$ cat config.mk
export PLATFORM = sky130hd
export DESIGN_NAME = binomial_coefficient_unit_flat
export DESIGN_NICKNAME = d
export VERILOG_FILES = /design/src/rtl/core/bcu_pkg.sv /design/src/rtl/core/bcu_stream_if.sv /design/src/rtl/core/bcu_div.sv /design/src/rtl/core/bcu_mul.sv /design/src/rtl/core/binomial_coefficient_unit.sv /design/src/flat_wrapper.sv
export SDC_FILE = /design/constraint.sdc
export NUM_CORES = 1
export LEC_CHECK = 0
export BUFFER_PORTS_ARGS = -buffer_cell sky130_fd_sc_hd__buf_2
export CORE_MARGIN = 4
export CORE_UTILIZATION = 45
export DETAILED_ROUTE_END_ITERATION = 8
export MAX_ROUTING_LAYER = met4
export SLEW_MARGIN = 20
export SYNTH_ARGS = -nofsm -noshare
export SYNTH_HDL_FRONTEND = slang
export SYNTH_SLANG_ARGS = --single-unit
$ cat constraint.sdc
create_clock -name clk_i -period 6.6 [get_ports clk_i]
set_clock_uncertainty 0.2 [all_clocks]
set_input_delay 1.98 -clock clk_i [delete_from_list [all_inputs] [get_ports clk_i]]
set_output_delay 1.98 -clock clk_i [all_outputs]
set_load 0.1 [all_outputs]
$ cat src/rtl/core/bcu_pkg.sv
// ----------------------------------------------------------------------------
// bcu_pkg
// Shared types and constants of the binomial coefficient unit: word width,
// status codes, channel payloads and the request/response bundles of the
// serial divider and multiplier.
// ----------------------------------------------------------------------------
package bcu_pkg;

  localparam int WordW = 32;
  localparam int StepW = $clog2(WordW);
  localparam logic [WordW-1:0] WordMax = '1;

  typedef enum logic [1:0] {
    StOk       = 2'd0,
    StOverflow = 2'd1,
    StInvalid  = 2'd2
  } bcu_status_e;

  typedef struct packed {
    logic [WordW-1:0] total_n;
    logic [WordW-1:0] chosen_k;
  } bcu_in_t;

  typedef struct packed {
    logic [WordW-1:0] coefficient;
    bcu_status_e      status;
  } bcu_out_t;

  typedef struct packed {
    logic             start;
    logic [WordW-1:0] dividend;
    logic [WordW-1:0] divisor;
  } bcu_div_req_t;

  typedef struct packed {
    logic             busy;
    logic             done;
    logic [WordW-1:0] quotient;
    logic [WordW-1:0] remainder;
  } bcu_div_rsp_t;

  typedef struct packed {
    logic             start;
    logic [WordW-1:0] mcand;
    logic [WordW-1:0] mplier;
  } bcu_mul_req_t;

  typedef struct packed {
    logic               busy;
    logic               done;
    logic [2*WordW-1:0] product;
  } bcu_mul_rsp_t;

endpackage

$ cat src/rtl/core/bcu_stream_if.sv
// ----------------------------------------------------------------------------
// bcu_stream_if
// Valid/ready channel carrying one payload; a transfer happens on a rising
// clock edge with valid and ready both high.
// ----------------------------------------------------------------------------
interface bcu_stream_if #(
  parameter type payload_t = logic [0:0]
);

  logic     valid;
  logic     ready;
  payload_t data;

  modport source (output valid, output data, input ready);
  modport sink   (input valid, input data, output ready);

endinterface

$ cat src/rtl/core/bcu_div.sv
// ----------------------------------------------------------------------------
// bcu_div
// Restoring radix-2 divider: one quotient bit per cycle until the full
// word is done. Divisor must be nonzero.
// ----------------------------------------------------------------------------
module bcu_div (
  input  logic                  clk_i,
  input  logic                  rst_ni,
  input  bcu_pkg::bcu_div_req_t req_i,
  output bcu_pkg::bcu_div_rsp_t rsp_o
);

  logic                            busy_q, busy_d;
  logic                            done_q, done_d;
  logic [bcu_pkg::StepW-1:0]       cnt_q, cnt_d;
  logic [bcu_pkg::WordW-1:0]       rem_q, rem_d;
  logic [bcu_pkg::WordW-1:0]       quo_q, quo_d;
  logic [bcu_pkg::WordW-1:0]       dvs_q, dvs_d;
  logic [bcu_pkg::WordW:0]         trial;
  logic [bcu_pkg::WordW:0]         diff;
  logic                            fits;
  logic                            last;

  assign trial = {rem_q, quo_q[bcu_pkg::WordW-1]};
  assign diff  = trial - {1'b0, dvs_q};
  assign fits  = (trial >= {1'b0, dvs_q});
  assign last  = (cnt_q == bcu_pkg::StepW'(bcu_pkg::WordW - 1));

  always_comb begin
    busy_d = busy_q;
    done_d = 1'b0;
    cnt_d  = cnt_q;
    rem_d  = rem_q;
    quo_d  = quo_q;
    dvs_d  = dvs_q;
    if (req_i.start) begin
      busy_d = 1'b1;
      cnt_d  = '0;
      rem_d  = '0;
      quo_d  = req_i.dividend;
      dvs_d  = req_i.divisor;
    end else if (busy_q) begin
      // remainder stays below the divisor, so the low word is enough
      rem_d = fits ? diff[bcu_pkg::WordW-1:0] : trial[bcu_pkg::WordW-1:0];
      quo_d = {quo_q[bcu_pkg::WordW-2:0], fits};
      cnt_d = cnt_q + 1'b1;
      if (last) begin
        busy_d = 1'b0;
        done_d = 1'b1;
      end
    end
  end

  always_ff @(posedge clk_i or negedge rst_ni) begin
    if (!rst_ni) begin
      busy_q <= 1'b0;
      done_q <= 1'b0;
      cnt_q  <= '0;
    end else begin
      busy_q <= busy_d;
      done_q <= done_d;
      cnt_q  <= cnt_d;
    end
  end

  always_ff @(posedge clk_i) begin
    rem_q <= rem_d;
    quo_q <= quo_d;
    dvs_q <= dvs_d;
  end

  assign rsp_o.busy      = busy_q;
  assign rsp_o.done      = done_q;
  assign rsp_o.quotient  = quo_q;
  assign rsp_o.remainder = rem_q;

endmodule

$ cat src/rtl/core/bcu_mul.sv
// ----------------------------------------------------------------------------
// bcu_mul
// Shift-add multiplier: one multiplier bit per cycle, building the full
// double-width product.
// ----------------------------------------------------------------------------
module bcu_mul (
  input  logic                  clk_i,
  input  logic                  rst_ni,
  input  bcu_pkg::bcu_mul_req_t req_i,
  output bcu_pkg::bcu_mul_rsp_t rsp_o
);

  logic                            busy_q, busy_d;
  logic                            done_q, done_d;
  logic [bcu_pkg::StepW-1:0]       cnt_q, cnt_d;
  logic [2*bcu_pkg::WordW-1:0]     prod_q, prod_d;
  logic [bcu_pkg::WordW-1:0]       mcand_q, mcand_d;
  logic [bcu_pkg::WordW:0]         sum;
  logic                            last;

  // add the multiplicand into the high half when the current bit is set
  assign sum  = {1'b0, prod_q[2*bcu_pkg::WordW-1:bcu_pkg::WordW]}
              + (prod_q[0] ? {1'b0, mcand_q} : '0);
  assign last = (cnt_q == bcu_pkg::StepW'(bcu_pkg::WordW - 1));

  always_comb begin
    busy_d  = busy_q;
    done_d  = 1'b0;
    cnt_d   = cnt_q;
    prod_d  = prod_q;
    mcand_d = mcand_q;
    if (req_i.start) begin
      busy_d  = 1'b1;
      cnt_d   = '0;
      prod_d  = {{bcu_pkg::WordW{1'b0}}, req_i.mplier};
      mcand_d = req_i.mcand;
    end else if (busy_q) begin
      prod_d = {sum, prod_q[bcu_pkg::WordW-1:1]};
      cnt_d  = cnt_q + 1'b1;
      if (last) begin
        busy_d = 1'b0;
        done_d = 1'b1;
      end
    end
  end

  always_ff @(posedge clk_i or negedge rst_ni) begin
    if (!rst_ni) begin
      busy_q <= 1'b0;
      done_q <= 1'b0;
      cnt_q  <= '0;
    end else begin
      busy_q <= busy_d;
      done_q <= done_d;
      cnt_q  <= cnt_d;
    end
  end

  always_ff @(posedge clk_i) begin
    prod_q  <= prod_d;
    mcand_q <= mcand_d;
  end

  assign rsp_o.busy    = busy_q;
  assign rsp_o.done    = done_q;
  assign rsp_o.product = prod_q;

endmodule

$ cat src/rtl/core/binomial_coefficient_unit.sv
// ----------------------------------------------------------------------------
// binomial_coefficient_unit
// Computes n choose k for unsigned 32-bit n and k with the multiplicative
// method, using bit-serial divide and multiply units.
// ----------------------------------------------------------------------------
// One item is worked at a time. S_IDLE takes n and k, S_PREP does the range
// check and symmetry fold (k becomes n - k when that is smaller), then each
// loop step i = 1 .. k runs S_CHECK, a serial division c / i in S_DIV1, a
// pair of serial products (c / i) * m and (c % i) * m in S_MUL, and in S_DIV2
// a second division of the wrapped second product by i. The loop ends when
// i passes the folded k, when the running value reaches zero, or when the
// exact product (c / i) * m no longer fits 32 bits (overflow, coefficient
// 0). Overflow stops the loop within 18 steps. S_DONE loads the result
// register when it is free; the result register lets the next item start
// while the previous result waits to be taken. Status: 0 ok, 1 overflow,
// 2 k greater than n.
// ----------------------------------------------------------------------------
module binomial_coefficient_unit (
  input  logic             clk_i,
  input  logic             rst_ni,
  bcu_stream_if.sink       in_i,
  bcu_stream_if.source     out_o
);

  // sequencer states
  localparam logic [2:0] S_IDLE  = 3'd0;
  localparam logic [2:0] S_PREP  = 3'd1;
  localparam logic [2:0] S_CHECK = 3'd2;
  localparam logic [2:0] S_DIV1  = 3'd3;
  localparam logic [2:0] S_MUL   = 3'd4;
  localparam logic [2:0] S_DIV2  = 3'd5;
  localparam logic [2:0] S_DONE  = 3'd6;

  localparam int W = bcu_pkg::WordW;

  logic [2:0]            state_q, state_d;
  logic [W-1:0]          n_q, n_d;
  logic [W-1:0]          k_q, k_d;      // folded k after S_PREP
  logic [W-1:0]          c_q, c_d;      // running coefficient
  logic [W-1:0]          m_q, m_d;      // falling factor, n - i + 1
  logic [W-1:0]          i_q, i_d;      // loop index
  logic [W-1:0]          res_coef_q, res_coef_d;
  bcu_pkg::bcu_status_e  res_stat_q, res_stat_d;
  logic                  out_valid_q, out_valid_d;
  bcu_pkg::bcu_out_t     out_data_q, out_data_d;

  logic [W-1:0]          diff_nk;
  logic [W-1:0]          step_sum;

  bcu_pkg::bcu_div_req_t div_req;
  bcu_pkg::bcu_div_rsp_t div_rsp;
  bcu_pkg::bcu_mul_req_t mul0_req, mul1_req;
  bcu_pkg::bcu_mul_rsp_t mul0_rsp, mul1_rsp;

  // shared divider: c / i first, then ((c % i) * m mod 2^32) / i
  bcu_div u_div (
    .clk_i  (clk_i),
    .rst_ni (rst_ni),
    .req_i  (div_req),
    .rsp_o  (div_rsp)
  );

  // lane 0: (c / i) * m, full width for the overflow guard
  bcu_mul u_mul0 (
    .clk_i  (clk_i),
    .rst_ni (rst_ni),
    .req_i  (mul0_req),
    .rsp_o  (mul0_rsp)
  );

  // lane 1: (c % i) * m, only the low word is kept
  bcu_mul u_mul1 (
    .clk_i  (clk_i),
    .rst_ni (rst_ni),
    .req_i  (mul1_req),
    .rsp_o  (mul1_rsp)
  );

  assign diff_nk  = n_q - k_q;
  // guard passed, so lane 0 fits the word; the sum wraps like the C code
  assign step_sum = mul0_rsp.product[W-1:0] + div_rsp.quotient;

  assign in_i.ready  = (state_q == S_IDLE);
  assign out_o.valid = out_valid_q;
  assign out_o.data  = out_data_q;

  always_comb begin
    state_d     = state_q;
    n_d         = n_q;
    k_d         = k_q;
    c_d         = c_q;
    m_d         = m_q;
    i_d         = i_q;
    res_coef_d  = res_coef_q;
    res_stat_d  = res_stat_q;
    out_valid_d = out_valid_q && !out_o.ready;
    out_data_d  = out_data_q;

    div_req.start     = 1'b0;
    div_req.dividend  = c_q;
    div_req.divisor   = i_q;
    mul0_req.start    = 1'b0;
    mul0_req.mcand    = div_rsp.quotient;
    mul0_req.mplier   = m_q;
    mul1_req.start    = 1'b0;
    mul1_req.mcand    = div_rsp.remainder;
    mul1_req.mplier   = m_q;

    case (state_q)
      S_IDLE: begin
        if (in_i.valid) begin
          n_d     = in_i.data.total_n;
          k_d     = in_i.data.chosen_k;
          state_d = S_PREP;
        end
      end
      S_PREP: begin
        if (k_q > n_q) begin
          res_coef_d = '0;
          res_stat_d = bcu_pkg::StInvalid;
          state_d    = S_DONE;
        end else begin
          k_d     = (k_q > diff_nk) ? diff_nk : k_q;
          c_d     = W'(1);
          m_d     = n_q;
          i_d     = W'(1);
          state_d = S_CHECK;
        end
      end
      S_CHECK: begin
        if ((i_q > k_q) || (m_q == '0) || (c_q == '0)) begin
          res_coef_d = c_q;
          res_stat_d = bcu_pkg::StOk;
          state_d    = S_DONE;
        end else begin
          div_req.start = 1'b1;
          state_d       = S_DIV1;
        end
      end
      S_DIV1: begin
        if (div_rsp.done) begin
          mul0_req.start = 1'b1;
          mul1_req.start = 1'b1;
          state_d        = S_MUL;
        end
      end
      S_MUL: begin
        if (mul0_rsp.done) begin
          // (c / i) * m above the word is the same test as c / i > max / m
          if (mul0_rsp.product[2*W-1:W] != '0) begin
            res_coef_d = '0;
            res_stat_d = bcu_pkg::StOverflow;
            state_d    = S_DONE;
          end else begin
            div_req.start    = 1'b1;
            div_req.dividend = mul1_rsp.product[W-1:0];
            state_d          = S_DIV2;
          end
        end
      end
      S_DIV2: begin
        if (div_rsp.done) begin
          c_d = step_sum;
          m_d = m_q - 1'b1;
          if (i_q == bcu_pkg::WordMax) begin
            res_coef_d = step_sum;
            res_stat_d = bcu_pkg::StOk;
            state_d    = S_DONE;
          end else begin
            i_d     = i_q + 1'b1;
            state_d = S_CHECK;
          end
        end
      end
      S_DONE: begin
        if (!out_valid_q || out_o.ready) begin
          out_valid_d            = 1'b1;
          out_data_d.coefficient = res_coef_q;
          out_data_d.status      = res_stat_q;
          state_d                = S_IDLE;
        end
      end
      default: begin
        state_d = S_IDLE;
      end
    endcase
  end

  always_ff @(posedge clk_i or negedge rst_ni) begin
    if (!rst_ni) begin
      state_q     <= S_IDLE;
      out_valid_q <= 1'b0;
    end else begin
      state_q     <= state_d;
      out_valid_q <= out_valid_d;
    end
  end

  always_ff @(posedge clk_i) begin
    n_q        <= n_d;
    k_q        <= k_d;
    c_q        <= c_d;
    m_q        <= m_d;
    i_q        <= i_d;
    res_coef_q <= res_coef_d;
    res_stat_q <= res_stat_d;
    out_data_q <= out_data_d;
  end

  // m tracks n - i + 1 throughout the loop
  a_factor_index : assert property (@(posedge clk_i) disable iff (!rst_ni)
    (state_q == S_CHECK || state_q == S_DIV1 || state_q == S_MUL || state_q == S_DIV2)
    |-> ((m_q + i_q) == (n_q + W'(1))))
    else $error("falling factor out of step with loop index");

  // divider is never restarted mid-operation
  a_div_start : assert property (@(posedge clk_i) disable iff (!rst_ni)
    div_req.start |-> !div_rsp.busy)
    else $error("divider started while busy");

  // both multiplier lanes run in lockstep
  a_mul_lockstep : assert property (@(posedge clk_i) disable iff (!rst_ni)
    (mul0_rsp.done == mul1_rsp.done) && (mul0_rsp.busy == mul1_rsp.busy))
    else $error("multiplier lanes out of step");

  // failing status always carries a zero coefficient
  a_fail_zero : assert property (@(posedge clk_i) disable iff (!rst_ni)
    out_valid_q |-> (out_data_q.status == bcu_pkg::StOk || out_data_q.coefficient == '0))
    else $error("nonzero coefficient with failing status");

endmodule

$ cat src/flat_wrapper.sv
// flat-port wrapper written by rule: the top's interface ports become plain ports
module binomial_coefficient_unit_flat import bcu_pkg::*;
  (clk_i, rst_ni, in_i_valid, in_i_data, in_i_ready, out_o_valid, out_o_data, out_o_ready);
  bcu_stream_if #(.payload_t(bcu_in_t)) in_i_i ();
  bcu_stream_if #(.payload_t(bcu_out_t)) out_o_i ();
  input  logic clk_i;
  input  logic rst_ni;
  input wire logic [$bits(in_i_i.valid)-1:0] in_i_valid;
  input wire logic [$bits(in_i_i.data)-1:0] in_i_data;
  output wire logic [$bits(in_i_i.ready)-1:0] in_i_ready;
  output wire logic [$bits(out_o_i.valid)-1:0] out_o_valid;
  output wire logic [$bits(out_o_i.data)-1:0] out_o_data;
  input wire logic [$bits(out_o_i.ready)-1:0] out_o_ready;
  assign in_i_i.valid = in_i_valid;
  assign in_i_i.data = in_i_data;
  assign in_i_ready = in_i_i.ready;
  assign out_o_valid = out_o_i.valid;
  assign out_o_data = out_o_i.data;
  assign out_o_i.ready = out_o_ready;
  binomial_coefficient_unit u_core (.clk_i(clk_i), .rst_ni(rst_ni), .in_i(in_i_i), .out_o(out_o_i));
endmodule
Word-level counts from Yosys, hierarchy flattened. Index checks and enable logic that the tools add are counted. Widths: inputs -> output; s select.

Flip-flop bits (word level): 540. Input port bits: 68. Logic and storage cells: 163.

$add $sub $neg: 10. Magnitude comparators: 4. Eq/ne operators: 22. Muxes and demuxes: 76. Reduce and logical (&&, ||, !) cells: 23.

Operator list (number): $mux 32 (25); $pmux 32 s2 (4); $pmux 32 s4 (1); $gt 32x32->1 (3); $add 32x32->33 (2); $mux 33 (2); $logic_not 32->1 (2); $sub 32x32->32 (2); $ge 33x32->1 (1); $add 32x1->32 const B (1); $add 32x32->32 (1); $eq 32x32->1 const B (1); $reduce_bool 32->1 (1); $sub 32x1->32 const B (1); $mux 5 (6); $mux 3 (8); $pmux 3 s7 (1); $mux 1 (20); $add 5x1->5 const B (3); $eq 5x5->1 const B (3); $mux 2 (7); $ne 2x1->1 const B (6); $ne 2x2->1 const B (6); $reduce_bool 2->1 (5); other kinds (15) (23).

Longest topological paths before layout.
Word-level depth: 6. Gate-level depth with buffers: 20.

Modules after synthesis. Synthesis repeated with hierarchy kept, for this count alone.

Cell total of the unflattened synthesis: 2997. Area, all modules: 32029.5 µm².

By module, submodules not included: binomial_coefficient_unit (instances 1, cells each 1387, area each 14705.4 µm², seq. area each 6946.7 µm²); bcu_mul (instances 2, cells each 516, area each 5671.7 µm², seq. area each 2737.6 µm²); bcu_div (instances 1, cells each 578, area each 5980.7 µm², seq. area each 2737.6 µm²).

Worst setup path before layout. OpenSTA, ideal clock, no wires.

Path kind: flip-flop to flip-flop. Start point: reg u_core.n_q[0]. End point: reg u_core.res_coef_q[0] (enable). Setup time: 0.456 ns. Arrival: 4.541 ns. Slack: 1.403 ns. Stages on the path, launching flop included: 13. Path buffers: 0. Period minus slack after synthesis: 5.197 ns. Cells stage by stage: edfxtp_1 > inv_1 > ha_1 > fa_1 > nand2b_1 > a21boi_0 > o21ai_0 > a21oi_1 > o311ai_1 > o21a_1 > o21a_1 > o21ai_0 > a2111oi_2.

Cells in the longest elaborated chain, start to end: 3.

Ends and longest elaborated chain: start, declared (RTL line binomial_coefficient_unit.sv:37) `logic [W-1:0] n_q, n_d;`; start signal, assigned (RTL line binomial_coefficient_unit.sv:200) `n_q <= n_d;`; $gt 32x32->1 (RTL line binomial_coefficient_unit.sv:118) `if (k_q > n_q) begin`; $ne 2x1->1 (no line); $reduce_and 7->1 (no line); end signal, assigned (RTL line binomial_coefficient_unit.sv:205) `res_coef_q <= res_coef_d;`; end, declared (RTL line binomial_coefficient_unit.sv:42) `logic [W-1:0] res_coef_q, res_coef_d;`.

No other way between the ends. A chain may end at the register's enable or synchronous reset.

Final worst setup path.
Start point: reg u_core.k_q[0]. End point: reg u_core.k_q[27] (enable).

Cells in the longest elaborated chain, start to end: 4. Elaborated cells between the ends (all ways): 6. Classes of those cells: add/sub (1); order compare (2); eq/ne (2); reduce/logical (1).

Ends and longest elaborated chain: start, declared (RTL line binomial_coefficient_unit.sv:38) `logic [W-1:0] k_q, k_d;`; start signal, assigned (RTL line binomial_coefficient_unit.sv:201) `k_q <= k_d;`; $sub 32x32->32 (RTL line binomial_coefficient_unit.sv:79) `assign diff_nk = n_q - k_q;`; $gt 32x32->1 (RTL line binomial_coefficient_unit.sv:123) `k_d = (k_q > diff_nk) ? diff_nk : k_q;`; $ne 2x1->1 (no line); $reduce_and 4->1 (no line) *.

Every way passes the cells marked *; elsewhere a longest branch is shown, timed or not.

==> metrics.sh <==
CRIT_PATH_TOP_DELAY_CELL='edfxtp_1'
LARGEST_CELLS_BY_AREA_AFTER_SYNTHESIS='edfxtp_1 (40%), ha_1 (9.2%), dfxtp_1 (6.1%)'
AVGROUTEDWIREPERCELL_UM=19.9
CLK_PATH_BUF_DEPTH=3
TIMING.FINAL.CRIT_SHARE_PCT=86.2
CRITICALPATHCATEGORY='reg2reg'
HTREE_LEVELS=2
FILL_CELL_TOTAL_OF_THE_FINISHED_LAYOUT=6390
IO-PIN-COUNT=104
CLK_PIN_SLEW_WORST_PATHS_NS=0.06
NUMBER_OF_DIFFERENT_LIBRARY_CELLS_IN_THE_POST_SYNTHESIS_NETLIST=85
FINAL_WEIGHTED_CONGESTION_OF_ROUTABILITY_DRIVEN_GLOBAL_PLACEMENT=0.905
YOSYS_MOST_USED_DFF='edfxtp_1'
R2R_SLACK_NS=0.91
HOLDCRITPATHCLASS='reg2reg'
TRITONCTS_NUM_SINKS=540
RUN_STATUS='finished, final reports clean'
FINAL_MAX_SLEW_VIOL_COUNT=0
CRITICAL_PATH.TOP_DELAY_FAMILY='compound AO/OA/AOI/OAI gates'
POST-ROUTE-DRC-COUNT=0
POWER_LEAKAGE_uW=0.0142
TIMING.SETUP.TNS_NS=0
CTS_INSERTED_BUFFERS=61
MAX_CAP_VIOL_COUNT=0
TIMING.CRITICAL_PATH.FANOUT_MAX=28
SYNTH_CELLS=3111
MAX_FREQ_MHz=176
SYNTH_LARGEST_AREA_CELL='edfxtp_1'
CP_NUM_BUF_INV=1
WHS_NS=0.213
CRITICAL_PATH.MAX_STAGE_DELAY_NS=0.45
DIE_AREA_UM2=74200
ROUTE.VIAS.TOTAL=23600
CELLPOWERDENSITY_nW_PER_UM2=204
POWER.IR.VDD_WORST_V=0.000192
GRT_PASS1_WL_MM=130
INITIAL_UTILIZATION_PCT=45.6
PORT_BUFFERS=103
GRT-OVFL-TOTAL=0
SYN2LAYOUT_AREA_GROWTH_PCT=11.4
DRT-VIAS-PER-INSTANCE=5.66
GRT_ANTENNA_BEFORE_REPAIR=2
SYNTH-EDFF-COUNT=420
PATH_DEPTH=18
RSZ0062_AT_GRT='no'
TRITONCTS='built'
DRT.ANTENNA.VIOLATING_NETS=0
POST-DP-HPWL_MM=60.6
CRITICAL_PATH.STARTPOINT_TYPE='register'
SYNTHESIS.AREA_UM2=31500
POSTPLACECELLAREA_UM2=32900
FIRST_GLOBAL_VIAS=23000
YS_FF_LATCH=540
WORSTSETUPENDPOINT='u_core.k_q[27]$_DFFE_PP_'
POST-CTS-SETUP-BUFFERS=0
FINAL_NETS=3499
GRT_START_MAX_NET_PINS=89
POSTSYNTHAREAPERCELL_UM2=10.1
WORSTSETUPENDPOINTTYPE='register'
CTS_HOLD_BUFFERS=0
SYNTH_TOP_CELL_AREA_SHARE_PCT=40.1
FLOORPLAN.DIE.WIDTH_UM=272
YS_SEQ_AREA_SHARE_PCT=48.1
ASYNC_FLOP_SHARE_PCT=4.44
WORST_SLEW_MARGIN_REL_PCT=30.8
SETUP_VIOLATION_TOTAL_IN_THE_FINAL_TIMING_REPORT=0
DRTITER0DRC=1726
R2R_PATH_END='u_core.k_q[27]$_DFFE_PP_'
DRT-TOTAL-WL_MM=83.1
DRT_PRE_ANTENNA_ITERS=6
WORST_SLEW_PIN_SLEW_NS=1.04
TIMING.FINAL.CRIT_PERIOD_NS=5.69
YS.WARNINGS.COUNT=0
ROW_CNT=96
CTS.REPAIR.RESIZED=0
CORE_UM2=68900
LAUNCH_POINT_OF_THE_WORST_REG_TO_REG_PATH='u_core.k_q[0]$_DFFE_PP_'
CTS_ROOT_BUF='clkbuf_16'
LATER_PIN_CLOCK_LATENCY_IN_THE_SKEW_REPORT_NS=0.65
CRITPATHLAUNCH='u_core.k_q[0]$_DFFE_PP_'
TIMING.CRITICAL_PATH.ARRIVAL_NS=5.79
HOLD_VIOL=0
GLOBAL_ROUTE_TOTAL_USAGE_ACROSS_EVERY_LAYER_PCT=22.6
WORST-ENDPOINT-REQUIRED_NS=6.70
TIMING.CRITICAL_PATH.CELLS='ha_1 -> fa_1 -> nand2b_1 -> a21boi_0 -> o21ai_0 -> a21oi_1 -> o311ai_1 -> o21a_1 -> or3_1 -> and3_1 -> or2_2 -> ha_1 -> nand4_1 -> nor4_1 -> o21ai_0 -> a21oi_1 -> a31o_2 -> buf_4'
SYNTH_FP_NETS=3416
WORST-R2R-CELL-COUNT=18
DIE_SPAN_IN_Y_UM=272
STDCELL_AREA_UM2=35000
SHARE_OF_LAYOUT_CELLS_ABOVE_DRIVE_STRENGTH_1_PCT=8.47
[Yosys cell counts (all sizes together) (15+ instances only)]
cell type	count
xor2	78
inv	134
dfrtp	24
o21bai	19
ha	232
nor4	30
o21ai	226
or4	17
nor2b	29
xnor2	85
and2	81
buf	20
a21o	119
nand3	64
dfxtp	96
nand4	43
edfxtp	420
nor3	54
o21a	40
nand2	410
clkbuf	87
and3	34
a211oi	30
or3	23
o211ai	21
nand2b	20
nor2	207
a21oi	203
mux2i	83
a31oi	18
o31ai	15
[final cells by class]
| class | count | area [µm²] | share of cell area [%] |
|---|---|---|---|
| antenna | 1 | 2.50 | 0.00714 |
| clock buffer | 72 | 1580 | 4.50 |
| clock inverter | 42 | 487 | 1.39 |
| inverter | 135 | 509 | 1.45 |
| multi-input combinational | 2329 | 15400 | 44.0 |
| sequential | 540 | 15100 | 43.2 |
| tap | 931 | 1160 | 3.33 |
| timing repair buffer | 127 | 728 | 2.08 |
[cell families (layout without fill, tap and decap cells)]
family                     Yosys count  in the layout  synth area share, %
AOI/OAI and AO/OA                  790            790                 16.0
xor gates and xnor gates           163            163                 4.54
adders and majority gates          237            237                 9.55
buffers and inverters              242            376                 3.00
DFF                                540            540                 48.1
muxes                               86             86                 2.75
other                                0              1                    0
and+or+nand+nor                   1053           1053                 16.1
[metrics by stage]
stage                     setup slack [ns]  utilization [%]  instances  total power (µW)
after floorplan                       1.40                -       3111              3700
after global placement               0.998             47.8       4061              3730
after detailed placement             0.901             47.8       4061              3730
after CTS                            0.854             50.8       4175              7240
after global routing                 0.409             50.8       4176              7380
final                                0.912             50.8       4177              7150
[layer usage]
layer	up-vias	share of wire [%]	GRT usage [%]
met2	517	44	34.3
met1	11400	48	32.1
met3	110	5.1	3.14
li1	11600	-	-
met4	0	2.7	6.02
met5	-	0	-
[cells in the final DEF, fill, tap and decap left out, types with 21 or more instances in the layout]
cell / netlist / layout
a211oi_1: 29 / 29
and2_1: 81 / 80
buf_4: 6 / 22
dfrtp_1: 24 / 24
edfxtp_1: 420 / 420
and3_1: 34 / 33
ha_1: 232 / 232
inv_1: 134 / 132
nor2_1: 207 / 205
nor4_1: 27 / 27
xor2_1: 78 / 78
a21o_1: 119 / 119
buf_2: 5 / 103
clkbuf_16: 0 / 61
nor3_1: 51 / 51
o21ai_0: 220 / 220
a21oi_1: 201 / 201
nor2b_1: 29 / 29
nand4_1: 43 / 43
nand3_1: 62 / 62
nand2_1: 410 / 408
o21a_1: 40 / 40
xnor2_1: 85 / 85
o211ai_1: 21 / 21
or3_1: 23 / 22
mux2i_1: 83 / 83
dfxtp_1: 96 / 96
[flip-flops by register name, summed over array words and instances, names as in the netlist, 32 cells and up]
signal / cells
u_core.u_mul0.prod_q: 64
u_core.u_mul1.prod_q: 64
u_core.out_o.data: 34
u_core.c_q: 32
u_core.i_q: 32
u_core.k_q: 32
u_core.m_q: 32
u_core.n_q: 32
u_core.res_coef_q: 32
u_core.u_div.dvs_q: 32
u_core.u_div.quo_q: 32
u_core.u_div.rem_q: 32
u_core.u_mul0.mcand_q: 32
u_core.u_mul1.mcand_q: 32
[how the worst min path moves through the flow]
stage	from	end	slack, ns	depth (start not counted)
floorplan	u_core.res_stat_q[0]$_DFFE_PP_	u_core.out_o.data[0]$_DFFE_PP_	0.20	0
global placement	u_core.res_coef_q[23]$_DFFE_PP_	u_core.out_o.data[25]$_DFFE_PP_	0.21	0
detailed placement	u_core.res_coef_q[30]$_DFFE_PP_	u_core.out_o.data[32]$_DFFE_PP_	0.20	0
CTS	u_core.res_stat_q[1]$_DFFE_PP_	u_core.out_o.data[1]$_DFFE_PP_	0.20	0
global route	u_core.res_stat_q[1]$_DFFE_PP_	u_core.out_o.data[1]$_DFFE_PP_	0.21	0
finish	u_core.res_stat_q[1]$_DFFE_PP_	u_core.out_o.data[1]$_DFFE_PP_	0.21	0
[power by group]
part / total, µW / switching [µW] / internal (µW)
registers: 3620 / 0 / 3620
clock network: 3490 / 1450 / 2040
logic: 36.2 / 18.5 / 17.7
Power figures use the tool's default switching activity.
